--- config.mk ---
export PLATFORM = sky130hd
export DESIGN_NAME = fastq_record_parser
export DESIGN_NICKNAME = d
export VERILOG_FILES = /design/src/rtl/core/fqp_pkg.sv /design/src/rtl/core/fqp_in_stage.sv /design/src/rtl/core/fqp_step.sv /design/src/rtl/core/fqp_out_stage.sv /design/src/rtl/core/fastq_record_parser.sv
export SDC_FILE = /design/constraint.sdc
export NUM_CORES = 1
export LEC_CHECK = 0
export ABC_AREA = 1
export ABC_CLOCK_PERIOD_IN_PS = 2900
export CAP_MARGIN = 20
export CORE_ASPECT_RATIO = 1.2
export CORE_MARGIN = 2
export CORE_UTILIZATION = 60
export CTS_BUF_LIST = sky130_fd_sc_hd__clkbuf_4 sky130_fd_sc_hd__clkbuf_8
export DETAILED_ROUTE_END_ITERATION = 6
export DONT_BUFFER_PORTS = 1
export PLACE_DENSITY = 0.79
export REMOVE_ABC_BUFFERS = 1
export SYNTH_ARGS = -nofsm -noshare
export SYNTH_HDL_FRONTEND = slang
export SYNTH_SLANG_ARGS = --single-unit
--- constraint.sdc ---
create_clock -name i_clk -period 2.9 [get_ports i_clk]
set_clock_uncertainty 0.05 [all_clocks]
set_input_delay 0.435 -clock i_clk [delete_from_list [all_inputs] [get_ports i_clk]]
set_output_delay 0.435 -clock i_clk [all_outputs]
set_load 0.1 [all_outputs]
--- src/rtl/core/fqp_pkg.sv ---
// types and constants of the fastq record parser
`default_nettype none

package fqp_pkg;

    localparam logic [7:0] CH_AT   = 8'd64;
    localparam logic [7:0] CH_PLUS = 8'd43;
    localparam logic [7:0] CH_NL   = 8'd10;

    localparam logic [1:0] KIND_DROP   = 2'd0;
    localparam logic [1:0] KIND_HEADER = 2'd1;
    localparam logic [1:0] KIND_SEQ    = 2'd2;
    localparam logic [1:0] KIND_QUAL   = 2'd3;

    localparam logic [2:0] ERR_NONE     = 3'd0;
    localparam logic [2:0] ERR_HEADER   = 3'd1;
    localparam logic [2:0] ERR_NO_SEQ   = 3'd2;
    localparam logic [2:0] ERR_SEP      = 3'd3;
    localparam logic [2:0] ERR_NO_QUAL  = 3'd4;
    localparam logic [2:0] ERR_MISMATCH = 3'd5;
    localparam logic [2:0] ERR_TOO_LONG = 3'd6;

    localparam logic [1:0] PH_HEADER = 2'd0;
    localparam logic [1:0] PH_SEQ    = 2'd1;
    localparam logic [1:0] PH_SEP    = 2'd2;
    localparam logic [1:0] PH_QUAL   = 2'd3;

    typedef struct packed {
        logic [7:0] symbol;
        logic       final_byte;
    } t_in_item;

    typedef struct packed {
        logic [7:0]  out_symbol;
        logic [1:0]  kind;
        logic        record_end;
        logic [15:0] record_length;
        logic [2:0]  error;
    } t_out_item;

endpackage

`default_nettype wire

--- src/rtl/core/fqp_in_stage.sv ---
// input register stage of the fastq record parser
`default_nettype none

module fqp_in_stage (
    input  wire                    i_clk,
    input  wire                    i_rst_n,
    input  wire                    i_valid,
    output logic                   o_ready,
    input  wire fqp_pkg::t_in_item i_item,
    input  wire                    i_take,
    output logic                   o_valid,
    output fqp_pkg::t_in_item      o_item
);
    import fqp_pkg::*;

    logic     r_valid;
    t_in_item r_item;
    logic     n_valid;

    assign o_ready = !r_valid || i_take;
    assign o_valid = r_valid;
    assign o_item  = r_item;

    always_comb begin
        n_valid = r_valid;
        if (o_ready) begin
            n_valid = i_valid;
        end
    end

    always_ff @(posedge i_clk) begin
        if (!i_rst_n) begin
            r_valid <= 1'b0;
        end else begin
            r_valid <= n_valid;
        end
    end

    always_ff @(posedge i_clk) begin
        if (o_ready && i_valid) begin
            r_item <= i_item;
        end
    end

endmodule

`default_nettype wire

--- src/rtl/core/fqp_step.sv ---
// record state and per-byte tagging of the fastq record parser
`default_nettype none

module fqp_step #(
    parameter int unsigned MAX_LINE_LEN = 65535
) (
    input  wire                    i_clk,
    input  wire                    i_rst_n,
    input  wire                    i_adv,
    input  wire fqp_pkg::t_in_item i_item,
    output fqp_pkg::t_out_item     o_item
);
    import fqp_pkg::*;

    localparam int unsigned LimitInt = (MAX_LINE_LEN < 65535) ? MAX_LINE_LEN : 65535;
    localparam logic [15:0] LineLimit = 16'(LimitInt);

    logic [1:0]  r_phase, n_phase;
    logic        r_start, n_start;
    logic [15:0] r_seq, n_seq;
    logic [15:0] r_qual, n_qual;
    logic [2:0]  r_err, n_err;

    logic [1:0]  kind;
    logic        rend;
    logic [15:0] rlen;
    logic        nl;
    logic        fin;

    assign nl  = (i_item.symbol == CH_NL);
    assign fin = i_item.final_byte;

    always_comb begin
        n_phase = r_phase;
        n_start = r_start;
        n_seq   = r_seq;
        n_qual  = r_qual;
        n_err   = r_err;
        kind    = KIND_DROP;
        rend    = 1'b0;
        rlen    = 16'd0;
        if (r_err == ERR_NONE) begin
            case (r_phase)
                PH_HEADER: begin
                    if (r_start) begin
                        if (i_item.symbol == CH_AT) begin
                            n_start = 1'b0;
                            n_qual  = 16'd1;
                        end else begin
                            n_err = ERR_HEADER;
                        end
                    end else if (nl) begin
                        n_phase = PH_SEQ;
                        n_start = 1'b1;
                        n_qual  = 16'd0;
                    end else if (r_qual >= LineLimit) begin
                        n_err = ERR_TOO_LONG;
                    end else begin
                        n_qual = r_qual + 16'd1;
                        kind   = KIND_HEADER;
                    end
                end
                PH_SEQ: begin
                    if (nl) begin
                        n_phase = PH_SEP;
                        n_start = 1'b1;
                    end else begin
                        n_start = 1'b0;
                        if (r_seq >= LineLimit) begin
                            n_err = ERR_TOO_LONG;
                        end else begin
                            n_seq = r_seq + 16'd1;
                            kind  = KIND_SEQ;
                        end
                    end
                end
                PH_SEP: begin
                    if (r_start) begin
                        if (i_item.symbol == CH_PLUS) begin
                            n_start = 1'b0;
                            n_qual  = 16'd1;
                        end else begin
                            n_err = ERR_SEP;
                        end
                    end else if (nl) begin
                        n_phase = PH_QUAL;
                        n_start = 1'b1;
                        n_qual  = 16'd0;
                    end else if (r_qual >= LineLimit) begin
                        n_err = ERR_TOO_LONG;
                    end else begin
                        n_qual = r_qual + 16'd1;
                    end
                end
                default: begin
                    if (nl) begin
                        if (r_qual != r_seq) begin
                            n_err = ERR_MISMATCH;
                        end else begin
                            rend = 1'b1;
                            rlen = r_seq;
                        end
                        n_phase = PH_HEADER;
                        n_start = 1'b1;
                        n_seq   = 16'd0;
                        n_qual  = 16'd0;
                    end else begin
                        n_start = 1'b0;
                        if (r_qual >= LineLimit) begin
                            n_err = ERR_TOO_LONG;
                        end else begin
                            n_qual = r_qual + 16'd1;
                            kind   = KIND_QUAL;
                        end
                    end
                end
            endcase

            // end of stream check on the updated line position
            if (n_err == ERR_NONE && fin) begin
                case (n_phase)
                    PH_HEADER: begin
                        if (!n_start) begin
                            n_err = ERR_NO_SEQ;
                        end
                    end
                    PH_SEQ: begin
                        n_err = n_start ? ERR_NO_SEQ : ERR_SEP;
                    end
                    PH_SEP: begin
                        n_err = n_start ? ERR_SEP : ERR_NO_QUAL;
                    end
                    default: begin
                        if (n_start) begin
                            n_err = ERR_NO_QUAL;
                        end else if (n_qual != n_seq) begin
                            n_err = ERR_MISMATCH;
                        end else begin
                            rend = 1'b1;
                            rlen = n_seq;
                        end
                    end
                endcase
            end

            if (fin) begin
                n_phase = PH_HEADER;
                n_start = 1'b1;
                n_seq   = 16'd0;
                n_qual  = 16'd0;
            end

            if (n_err != ERR_NONE) begin
                kind = KIND_DROP;
                rend = 1'b0;
                rlen = 16'd0;
            end
        end
    end

    always_comb begin
        o_item.out_symbol    = i_item.symbol;
        o_item.kind          = kind;
        o_item.record_end    = rend;
        o_item.record_length = rlen;
        o_item.error         = n_err;
    end

    always_ff @(posedge i_clk) begin
        if (!i_rst_n) begin
            r_phase <= PH_HEADER;
            r_start <= 1'b1;
            r_seq   <= 16'd0;
            r_qual  <= 16'd0;
            r_err   <= ERR_NONE;
        end else if (i_adv) begin
            r_phase <= n_phase;
            r_start <= n_start;
            r_seq   <= n_seq;
            r_qual  <= n_qual;
            r_err   <= n_err;
        end
    end

endmodule

`default_nettype wire

--- src/rtl/core/fqp_out_stage.sv ---
// result register stage of the fastq record parser
`default_nettype none

module fqp_out_stage (
    input  wire                     i_clk,
    input  wire                     i_rst_n,
    input  wire                     i_load,
    input  wire fqp_pkg::t_out_item i_item,
    output logic                    o_space,
    output logic                    o_valid,
    input  wire                     i_ready,
    output fqp_pkg::t_out_item      o_item
);
    import fqp_pkg::*;

    logic      r_valid;
    logic      n_valid;
    t_out_item r_item;

    assign o_space = !r_valid || i_ready;
    assign o_valid = r_valid;
    assign o_item  = r_item;

    always_comb begin
        n_valid = r_valid;
        if (o_space) begin
            n_valid = i_load;
        end
    end

    always_ff @(posedge i_clk) begin
        if (!i_rst_n) begin
            r_valid <= 1'b0;
        end else begin
            r_valid <= n_valid;
        end
    end

    always_ff @(posedge i_clk) begin
        if (o_space && i_load) begin
            r_item <= i_item;
        end
    end

endmodule

`default_nettype wire

--- src/rtl/core/fastq_record_parser.sv ---
// path: input register, combinational tagging, result register
// throughput: one byte per cycle while the result register is not stalled
// input register and result register each hold one request
// reset: synchronous active-low i_rst_n clears the record state and sticky error
// reset takes effect with no clearing pass
`default_nettype none

module fastq_record_parser #(
    parameter int unsigned MAX_LINE_LEN = 65535
) (
    input  wire                i_clk,
    input  wire                i_rst_n,
    input  wire                i_valid,
    output logic               o_ready,
    input  wire fqp_pkg::t_in_item i_item,
    output logic               o_valid,
    input  wire                i_ready,
    output fqp_pkg::t_out_item o_item
);
    import fqp_pkg::*;

    logic      q_valid;
    t_in_item  q_item;
    logic      out_space;
    logic      adv;
    t_out_item step_item;

    assign adv = q_valid && out_space;

    fqp_in_stage u_in_stage (
        .i_clk   (i_clk),
        .i_rst_n (i_rst_n),
        .i_valid (i_valid),
        .o_ready (o_ready),
        .i_item  (i_item),
        .i_take  (adv),
        .o_valid (q_valid),
        .o_item  (q_item)
    );

    fqp_step #(
        .MAX_LINE_LEN (MAX_LINE_LEN)
    ) u_step (
        .i_clk   (i_clk),
        .i_rst_n (i_rst_n),
        .i_adv   (adv),
        .i_item  (q_item),
        .o_item  (step_item)
    );

    fqp_out_stage u_out_stage (
        .i_clk   (i_clk),
        .i_rst_n (i_rst_n),
        .i_load  (q_valid),
        .i_item  (step_item),
        .o_space (out_space),
        .o_valid (o_valid),
        .i_ready (i_ready),
        .o_item  (o_item)
    );

endmodule

`default_nettype wire

==> impl_metrics.tcl, run 1 <==
set metrics [dict create \
    worstPathArrival_ns 3.28 \
    synth-edff-count 39 \
    area_growth_syn_to_layout_pct 32.02 \
    start_kind "flip-flop" \
    fin_setup_tns_ns -3.278 \
    nFillCells 665 \
    initial_core_util 0.6071 \
    hold_viol 0 \
    fin_crit_sh 1.067 \
    slowest_stage "edfxtp_1" \
    fin_cells 1257 \
    drc 0 \
    die_area_sq_mm 0.01138 \
    cap_violations 0 \
    synthCells 976 \
    antenna_found_initial 0 \
    antenna_cells 0 \
    path_clk_slew_ns 0.10 \
    crit_family "simple AND/OR/NAND/NOR gates" \
    grt_overflow 0 \
    slew_headroom 0.3815 \
    path_cells "nand2_2 > nor2_4 > nand2_4 > inv_4 > nor2_4 > buf_6 > buf_6 > nand4_1 > nand2_1 > o21ai_1 > nand2_1 > nand2_1 > nor2_1 > nand2_1 > nor2_2 > nand3_4 > buf_6 > o21ai_2 > nand2_2 > nor2_4 > buf_6 > nand2_8 > nor2_2" \
    grt_pass1_vias 6915 \
    violations "setup timing" \
    final_max_slew_viol_count 0 \
    async_flop_share 0 \
    min_path_type "input pin to flip-flop" \
    synth_seq_cells 79 \
    core-area_sq_mm 0.01041 \
    fin_hold_ws_ns 0.09104 \
    setup.worst_path.class "flip-flop to flip-flop" \
    via_per_inst 5.813 \
    seqCellArea_sq_mm 0.001988 \
    critical-path-max-stage-delay_ns 0.46 \
    path_buf_inv 5 \
    syn_area_per_cell_sq_um 6.478 \
    cp.required_ns 3.09 \
    rows 41 \
    setup_slack_ns -0.1946 \
    cts_buffer_depth 2 \
    p_leak_nw 3.677 \
    max_slew.worst_pin.slew_ns 0.9297 \
    outcome "complete, but fails checks" \
    yosysTopAreaCellShare 0.1924 \
    ys_types 42 \
    multi_input_area_sq_mm 0.003930 \
    postCtsHoldBufs 0 \
    r2r_setup_slack_ns -0.19 \
    port-buffer-count 0 \
    grtUsageTotal 0.3866 \
    place_congestion 1.038 \
    routed_wl_um 22510 \
    num_vias 7307 \
    synth_top_area_cell "nand2_1" \
    min_period_ns 3.095 \
    rsz0062_at_grt "true" \
    nets 1138 \
    setup.worst_path.end_class "flip-flop" \
    ant_nets 0 \
    pre_cts_ws_ns -0.1575 \
    hpwlAfterDp_um 15360 \
    grt_pass1_wl_um 34470 \
    clkLatencyLatePin_ns 0.38 \
    cts_tree "built" \
    cts.sinks 79 \
    cts_made_buffers 9 \
    ir_drop_uv 235.1 \
    yosysWarnings 0 \
    crit_fanout 7 \
    grt_max_degree 40 \
    setup_viol 22 \
    ys.flop_type "dfxtp_1" \
    netlist_area_sq_mm 0.006322 \
    drtPass1Iterations 7 \
    power_density_mw_per_mm2 304.1 \
    pin_count 45 \
    max_freq_mhz 323.1 \
    wire_per_inst_um 17.91 \
    cts-root-buf "clkbuf_8" \
    synth_area_leaders "nand2_1 19%, edfxtp_1 19%, dfxtp_1 13%" \
    die_w_um 97.71 \
    drive_above_1_share 0.3395 \
    htree_levels 3 \
    die_h_um 116.4 \
    drtIter0Drc 890 \
    yosysSeqAreaShare 0.3119 \
    placed_cells 1219 \
]
[metrics by stage]
stage,instance area (sq um),utilization,power (mW)
after detailed placement,7408,0.7114,1.484
after CTS,8109,0.7787,2.519
after floorplan,5978,-,1.439
final,8347,0.8015,2.538
after global routing,8347,0.8015,2.583
after global placement,7408,0.7114,1.479
[synthesized netlist by cell type (15+ instances only)]
cell type	n
buf_4	15
nor2_1	69
edfxtp_1	39
nand2_1	324
nand3_1	89
dfxtp_1	40
a21oi_1	48
nor2_2	16
nand4_1	18
o21ai_1	21
o21ai_0	33
nand2_2	22
inv_1	106
inv_2	22
[layout by cell type (no fill, tap or decap), drive strengths merged, types with 8 or more instances in the layout]
master and instances:
nand4 18, edfxtp 39, dfxtp 40, buf 180, nor2 97, clkbuf 9, nor3 8, inv 128
nand3 100, xor2 9, nand2 357, xnor2 9, a21oi 51, o21ai 58
[cell families (layout without fill, tap and decap cells)]
group | count (synthesis) | in the layout | synth area share
and+or+nand+nor | 581 | 584 | 0.4249
buffers and inverters | 178 | 327 | 0.1324
AOI/OAI and AO/OA | 118 | 118 | 0.1019
DFF | 79 | 79 | 0.3119
xor gates and xnor gates | 18 | 18 | 0.02494
adders and majority gates | 2 | 2 | 0.003957
[final timing paths]
check,from,endpoint,cells past startpoint
max reg2reg,u_in_stage.o_item[4]$_DFFE_PP_,u_out_stage.o_item[19]$_SDFFCE_PP0P_,23
min reg2reg,u_in_stage.o_item[3]$_DFFE_PP_,u_out_stage.o_item[24]$_DFFE_PP_,0
max,u_in_stage.o_item[4]$_DFFE_PP_,u_out_stage.o_item[19]$_SDFFCE_PP0P_,23
min,i_item[5],u_in_stage.o_item[5]$_DFFE_PP_,0
[sequential cells by signal, summed over array words and instances (netlist names)]
name and flops:
u_in_stage.o_item 9, u_in_stage.o_valid 1, u_out_stage.o_item 30, u_out_stage.o_valid 1
u_step.r_err 3, u_step.r_phase 2, u_step.r_qual 16, u_step.r_seq 16
u_step.r_start 1
[power by group]
group          leakage (nW)  switching [mW]  internal [mW]  total [mW]
registers             0.689           0.157           1.20        1.36
logic                  2.87          0.0992         0.0362       0.135
clock network         0.121           0.469          0.575        1.04
[final cells by class]
cell class	count	share of cell area
multi-input combinational	722	0.4708
sequential	79	0.2382
timing repair buffer	181	0.1815
inverter	130	0.06086
tap	129	0.01934
clock buffer	9	0.01484
clock inverter	7	0.01439
[repair_timing]
action / in CTS / in global routing
pin swaps: 25 / 25
setup endpoints to repair: 21 / 23
resized for setup: 86 / 52
cloned: 4 / 0
buffers inserted: 11 / 8
[metal layers]
layer	global-route usage	share of wire	vias to the layer above
met3	0.07062	0.089	123
li1	-	-	3398
met2	0.6713	0.48	467
met1	0.4424	0.37	3319
met4	0.2481	0.064	0
met5	0	0	-
Note: power is estimated with default switching activity, not from simulation.
==> run 2: changes to the inputs <==
--- a/config.mk
+++ b/config.mk
@@ -15,7 +15,6 @@
 export DETAILED_ROUTE_END_ITERATION = 6
 export DONT_BUFFER_PORTS = 1
 export PLACE_DENSITY = 0.79
-export REMOVE_ABC_BUFFERS = 1
 export SYNTH_ARGS = -nofsm -noshare
 export SYNTH_HDL_FRONTEND = slang
 export SYNTH_SLANG_ARGS = --single-unit
==> impl_metrics.tcl, run 2 (same netlist as run 1, synthesis figures left out) <==
set metrics [dict create \
    cts_buffer_depth 2 \
    synth.net_count 991 \
    drive_above_1_share 0.2952 \
    worstPathArrival_ns 3.37 \
    port-buffer-count 0 \
    power_density_mw_per_mm2 301.6 \
    power_mw 2.371 \
    hold_path_depth 1 \
    ir_drop_uv 188.7 \
    cp_common_cell "nand2_1" \
    area_growth_syn_to_layout_pct 24.38 \
    clkLatencyLatePin_ns 0.38 \
    initial_core_util 0.6071 \
    pre_cts_ws_ns -0.2381 \
    largest_reg_flops 30 \
    nFillCells 789 \
    antenna_found_initial 0 \
    fin_setup_tns_ns -7.582 \
    path_clk_slew_ns 0.09 \
    rows 41 \
    antenna_cells 0 \
    ant_nets 0 \
    slew_headroom 0.3465 \
    crit_fanout 6 \
    r2r_setup_slack_ns -0.40 \
    hold_viol 0 \
    grt_overflow 0 \
    start_kind "flip-flop" \
    die_area_sq_mm 0.01138 \
    grt_pass1_vias 6565 \
    path_buf_inv 4 \
    fin_hold_ws_ns 0.07821 \
    min-delay-start "i_rst_n" \
    cap_violations 0 \
    cts_tree "built" \
    slowest_stage "edfxtp_1" \
    routed_wl_um 22850 \
    nets 1111 \
    die_w_um 97.71 \
    critical-path-max-stage-delay_ns 0.41 \
    rsz0062_at_grt "true" \
    rr_startpoint "u_in_stage.o_item[3]$_DFFE_PP_" \
    setup_slack_ns -0.3986 \
    drtIter0Drc 732 \
    final_cell_mix "313 x nand2_1, 145 x buf_4, 104 x inv_1" \
    final_common_cell "nand2_1" \
    pin_count 45 \
    drtPass1Iterations 7 \
    grt_pass1_wl_um 34120 \
    place_congestion 1.007 \
    path_cells "inv_1 > nand2_1 > nor2_2 > nand2_2 > nand2_1 > nand3_4 > a21oi_1 > a21oi_1 > nand2_1 > nand2_1 > nor2_1 > nand2_1 > nor2_2 > nand3_2 > buf_6 > o21ai_2 > nand2_2 > buf_4 > buf_6 > nand2_2 > nand2_2" \
    min_path_type "input pin to flip-flop" \
    r2r_end "u_out_stage.o_item[2]$_DFFE_PP_" \
    fin_crit_sh 1.137 \
    setup.worst_path.class "flip-flop to flip-flop" \
    cp.required_ns 2.98 \
    crit_family "simple AND/OR/NAND/NOR gates" \
    violations "DRC, setup timing" \
    setup.worst_path.end_class "flip-flop" \
    num_vias 7187 \
    hpwlAfterDp_um 16320 \
    htree_levels 3 \
    wire_per_inst_um 18.58 \
    cts-root-buf "clkbuf_8" \
    final_max_slew_viol_count 0 \
    die_h_um 116.4 \
    grt_max_degree 35 \
    hold_end "u_step.r_start$_SDFFE_PN1P_" \
    via_per_inst 5.843 \
    grtUsageTotal 0.3867 \
    cts.sinks 79 \
    setup_viol 23 \
    cts_made_buffers 9 \
    drc 4 \
    p_leak_nw 3.459 \
    min_period_ns 3.299 \
    max_freq_mhz 303.2 \
    outcome "complete, but fails checks" \
    reg2regPathDepth 21 \
    postCtsHoldBufs 0 \
    max_slew.worst_pin.slew_ns 0.9792 \
    core-area_sq_mm 0.01041 \
]
-- run 2: what timing repair did --
item | CTS | global route
gates resized for setup | 44 | 39
cloned | 3 | 0
pin swaps | 15 | 23
setup buffers | 8 | 6
setup endpoints to repair | 21 | 23
-- run 2: per-stage QoR --
stage          cell area, sq um    util  instances
6_report                   7864  0.7551       1230
5_1_grt                    7864  0.7551       1230
4_1_cts                    7687  0.7382       1224
3_5_place_dp               7218  0.6931       1197
3_3_place_gp               7218  0.6931       1197
2_1_floorplan              6322       -        976
-- run 2: layout make-up --
cell class / count / area (sq um) / area share
Multi-Input combinational cell: 722 / 3786 / 0.4815
Tap cell: 129 / 161.4 / 0.02053
Clock buffer: 10 / 131.4 / 0.01671
Timing Repair Buffer: 154 / 1229 / 0.1562
Clock inverter: 6 / 70.07 / 0.008910
Inverter: 130 / 498.0 / 0.06333
Sequential cell: 79 / 1988 / 0.2528
-- run 2: worst max-delay path by stage --
stage / end / depth (start not counted) / slack (ns) / start
5_1_grt: u_out_stage.o_item[5]$_SDFFCE_PP0P_ / 23 / -0.53 / u_in_stage.o_item[2]$_DFFE_PP_
3_5_place_dp: u_out_stage.o_item[7]$_SDFFCE_PP0P_ / 20 / -0.24 / u_step.r_seq[0]$_SDFFE_PN0P_
3_3_place_gp: u_out_stage.o_item[4]$_SDFFCE_PP0P_ / 20 / -0.16 / u_step.r_seq[0]$_SDFFE_PN0P_
4_1_cts: u_out_stage.o_item[5]$_SDFFCE_PP0P_ / 20 / -0.14 / u_in_stage.o_item[4]$_DFFE_PP_
6_report: u_out_stage.o_item[2]$_DFFE_PP_ / 21 / -0.40 / u_in_stage.o_item[3]$_DFFE_PP_
2_1_floorplan: u_in_stage.o_item[0]$_DFFE_PP_ / 3 / 0.09 / u_out_stage.o_valid$_SDFFE_PN0P_
-- run 2: worst reg2reg max path, cell delays in order (launching register included) --
cell and delay [ns]:
edfxtp_1 0.41, inv_1 0.11, nand2_1 0.12, nor2_2 0.21
nand2_2 0.14, nand2_1 0.13, nand3_4 0.13, a21oi_1 0.19
a21oi_1 0.13, nand2_1 0.10, nand2_1 0.05, nor2_1 0.11
nand2_1 0.08, nor2_2 0.15, nand3_2 0.16, buf_6 0.16
o21ai_2 0.15, nand2_2 0.10, buf_4 0.15, buf_6 0.12
nand2_2 0.05, nand2_2 0.06
-- run 2: power by group --
part,internal (mW),switching (mW)
registers,1.20,0.158
clock network,0.412,0.473
logic,0.0343,0.0924
-- run 2: metal layers --
layer	share of wire	wire length (um)	global-route usage	vias up
met5	0	0	0	-
li1	-	-	-	3332
met1	0.37	8399	0.4661	3218
met3	0.094	2152	0.06104	120
met2	0.47	10750	0.6570	517
met4	0.068	1550	0.2352	0
==> run 3: changes to the inputs <==
--- a/config.mk
+++ b/config.mk
@@ -7,13 +7,13 @@
 export LEC_CHECK = 0
 export ABC_AREA = 1
 export ABC_CLOCK_PERIOD_IN_PS = 2900
+export BUFFER_PORTS_ARGS = -buffer_cell sky130_fd_sc_hd__buf_2
 export CAP_MARGIN = 20
 export CORE_ASPECT_RATIO = 1.2
 export CORE_MARGIN = 2
-export CORE_UTILIZATION = 60
+export CORE_UTILIZATION = 57
 export CTS_BUF_LIST = sky130_fd_sc_hd__clkbuf_4 sky130_fd_sc_hd__clkbuf_8
 export DETAILED_ROUTE_END_ITERATION = 6
-export DONT_BUFFER_PORTS = 1
 export PLACE_DENSITY = 0.79
 export SYNTH_ARGS = -nofsm -noshare
 export SYNTH_HDL_FRONTEND = slang
==> impl_metrics.tcl, run 3 (same netlist as run 1, synthesis figures left out) <==
set metrics [dict create \
    cts_made_buffers 9 \
    ant_nets 0 \
    min_period_ns 3.166 \
    clkLatencyLatePin_ns 0.38 \
    num_vias 7617 \
    slowest_stage "edfxtp_1" \
    hold_viol 0 \
    max_slew.worst_pin.slew_ns 0.5198 \
    drtPass1Iterations 6 \
    rr_startpoint "u_in_stage.o_item[5]$_DFFE_PP_" \
    drc 0 \
    postCtsHoldBufs 0 \
    drtIter0Drc 888 \
    area_growth_syn_to_layout_pct 37.52 \
    antenna_found_initial 1 \
    finalInstanceArea_sq_mm 0.008695 \
    via_per_inst 5.775 \
    cts.sinks 79 \
    pin_count 45 \
    max_freq_mhz 315.8 \
    p_leak_nw 3.883 \
    setup_slack_ns -0.2663 \
    place_congestion 1.016 \
    fin_setup_tns_ns -4.507 \
    fin_crit_sh 1.092 \
    r2r_setup_slack_ns -0.27 \
    power_density_mw_per_mm2 285.2 \
    grt_max_degree 40 \
    die_area_sq_mm 0.01195 \
    die_h_um 119.4 \
    cp_common_cell "nand2_2" \
    grtUsageTotal 0.3806 \
    ir_drop_uv 351.4 \
    routed_wl_um 24550 \
    initial_core_util 0.5784 \
    cts_tree "built" \
    slew_headroom 0.6535 \
    min_path_type "input pin to flip-flop" \
    synth.net_count 991 \
    rsz0062_at_grt "true" \
    critical-path-max-stage-delay_ns 0.45 \
    min-delay-start "i_rst_n" \
    drive_above_1_share 0.3836 \
    largest_reg_flops 30 \
    htree_levels 3 \
    worstPathArrival_ns 3.24 \
    violations "setup timing" \
    hold_end "u_step.r_start$_SDFFE_PN1P_" \
    path_cells "inv_2 > nand2_2 > nor2_4 > nand2_4 > nand2_2 > nand2_4 > buf_4 > nand2_1 > o21bai_1 > nand2_2 > inv_2 > nand2_2 > nand2_1 > nand2_1 > nor2_2 > nand3_2 > inv_2 > nand3_4 > buf_12 > nand3_1 > o21ai_1 > inv_1 > nor2_4" \
    hpwlAfterDp_um 16810 \
    pre_cts_ws_ns -0.2438 \
    setup_viol 22 \
    r2r_end "u_out_stage.o_item[6]$_SDFFCE_PP0P_" \
    path_buf_inv 6 \
    final_cell_mix "291 x nand2_1, 172 x buf_4, 95 x inv_1" \
    grt_pass1_vias 7154 \
    grt_pass1_wl_um 35420 \
    core-area_sq_mm 0.01093 \
    outcome "complete, but fails checks" \
    crit_fanout 7 \
    cts-root-buf "clkbuf_8" \
    crit_family "simple AND/OR/NAND/NOR gates" \
    die_w_um 100.1 \
    final_common_cell "nand2_1" \
    reg2regPathDepth 23 \
    wire_per_inst_um 18.62 \
    grt_overflow 0 \
    cts_buffer_depth 2 \
    final_core_util 0.7954 \
    nets 1196 \
    port-buffer-count 44 \
    setup.worst_path.end_class "flip-flop" \
    setup.worst_path.class "flip-flop to flip-flop" \
    final_max_slew_viol_count 0 \
    start_kind "flip-flop" \
    hold_path_depth 2 \
    path_clk_slew_ns 0.10 \
    power_mw 2.480 \
    cp.required_ns 2.97 \
    rows 42 \
    cap_violations 0 \
    dpl-instance-area_sq_mm 0.007632 \
]
-- run 3: worst max-delay path by stage --
stage,to,slack (ns),cells after the start,start
after global routing,u_out_stage.o_item[10]$_SDFFCE_PP0P_,-0.40,24,u_in_stage.o_item[5]$_DFFE_PP_
final,u_out_stage.o_item[6]$_SDFFCE_PP0P_,-0.27,23,u_in_stage.o_item[5]$_DFFE_PP_
after global placement,u_out_stage.o_item[5]$_SDFFCE_PP0P_,-0.18,26,u_in_stage.o_item[2]$_DFFE_PP_
after CTS,u_out_stage.o_item[6]$_SDFFCE_PP0P_,-0.03,23,u_step.r_qual[1]$_SDFFE_PN0P_
after floorplan,u_in_stage.o_item[0]$_DFFE_PP_,0.09,3,u_out_stage.o_valid$_SDFFE_PN0P_
after detailed placement,u_out_stage.o_item[7]$_SDFFCE_PP0P_,-0.24,26,u_in_stage.o_item[2]$_DFFE_PP_
-- run 3: per-layer routing --
metal  track usage  vias to the layer above  wire [um]
met2        0.6346                      502      11600
met3       0.05751                      165       2194
met4        0.2337                        0       1816
met1        0.4550                     3430       8947
li1              -                     3520          -
met5             0                        -          0
-- run 3: cell type report --
class / count / area (sq um)
tap: 132 / 165.2
clock inverter: 6 / 92.59
fill: 787 / 2236
multi-input combinational: 723 / 3954
antenna: 1 / 2.502
timing repair buffer: 238 / 1848
inverter: 130 / 510.5
sequential: 79 / 1991
clock buffer: 10 / 131.4
-- run 3: metrics by stage --
| step | instances | hold WS (ns) |
|---|---|---|
| after CTS | 1302 | 0.1890 |
| final | 1319 | 0.1796 |
| after global routing | 1319 | 0.1947 |
| after floorplan | 976 | 0.3764 |
| after detailed placement | 1266 | 0.3872 |
| after global placement | 1266 | 0.3825 |
-- run 3: report_power, final --
| group | internal (mW) | switching (mW) |
|---|---|---|
| clock network | 0.501 | 0.451 |
| logic | 0.0596 | 0.253 |
| registers | 1.20 | 0.0148 |
-- run 3: repair_timing --
action,4_1_cts,5_1_grt
pin swaps,44,27
gates resized for setup,91,58
setup endpoints to repair,22,23
setup buffers,18,14
cloned,3,3
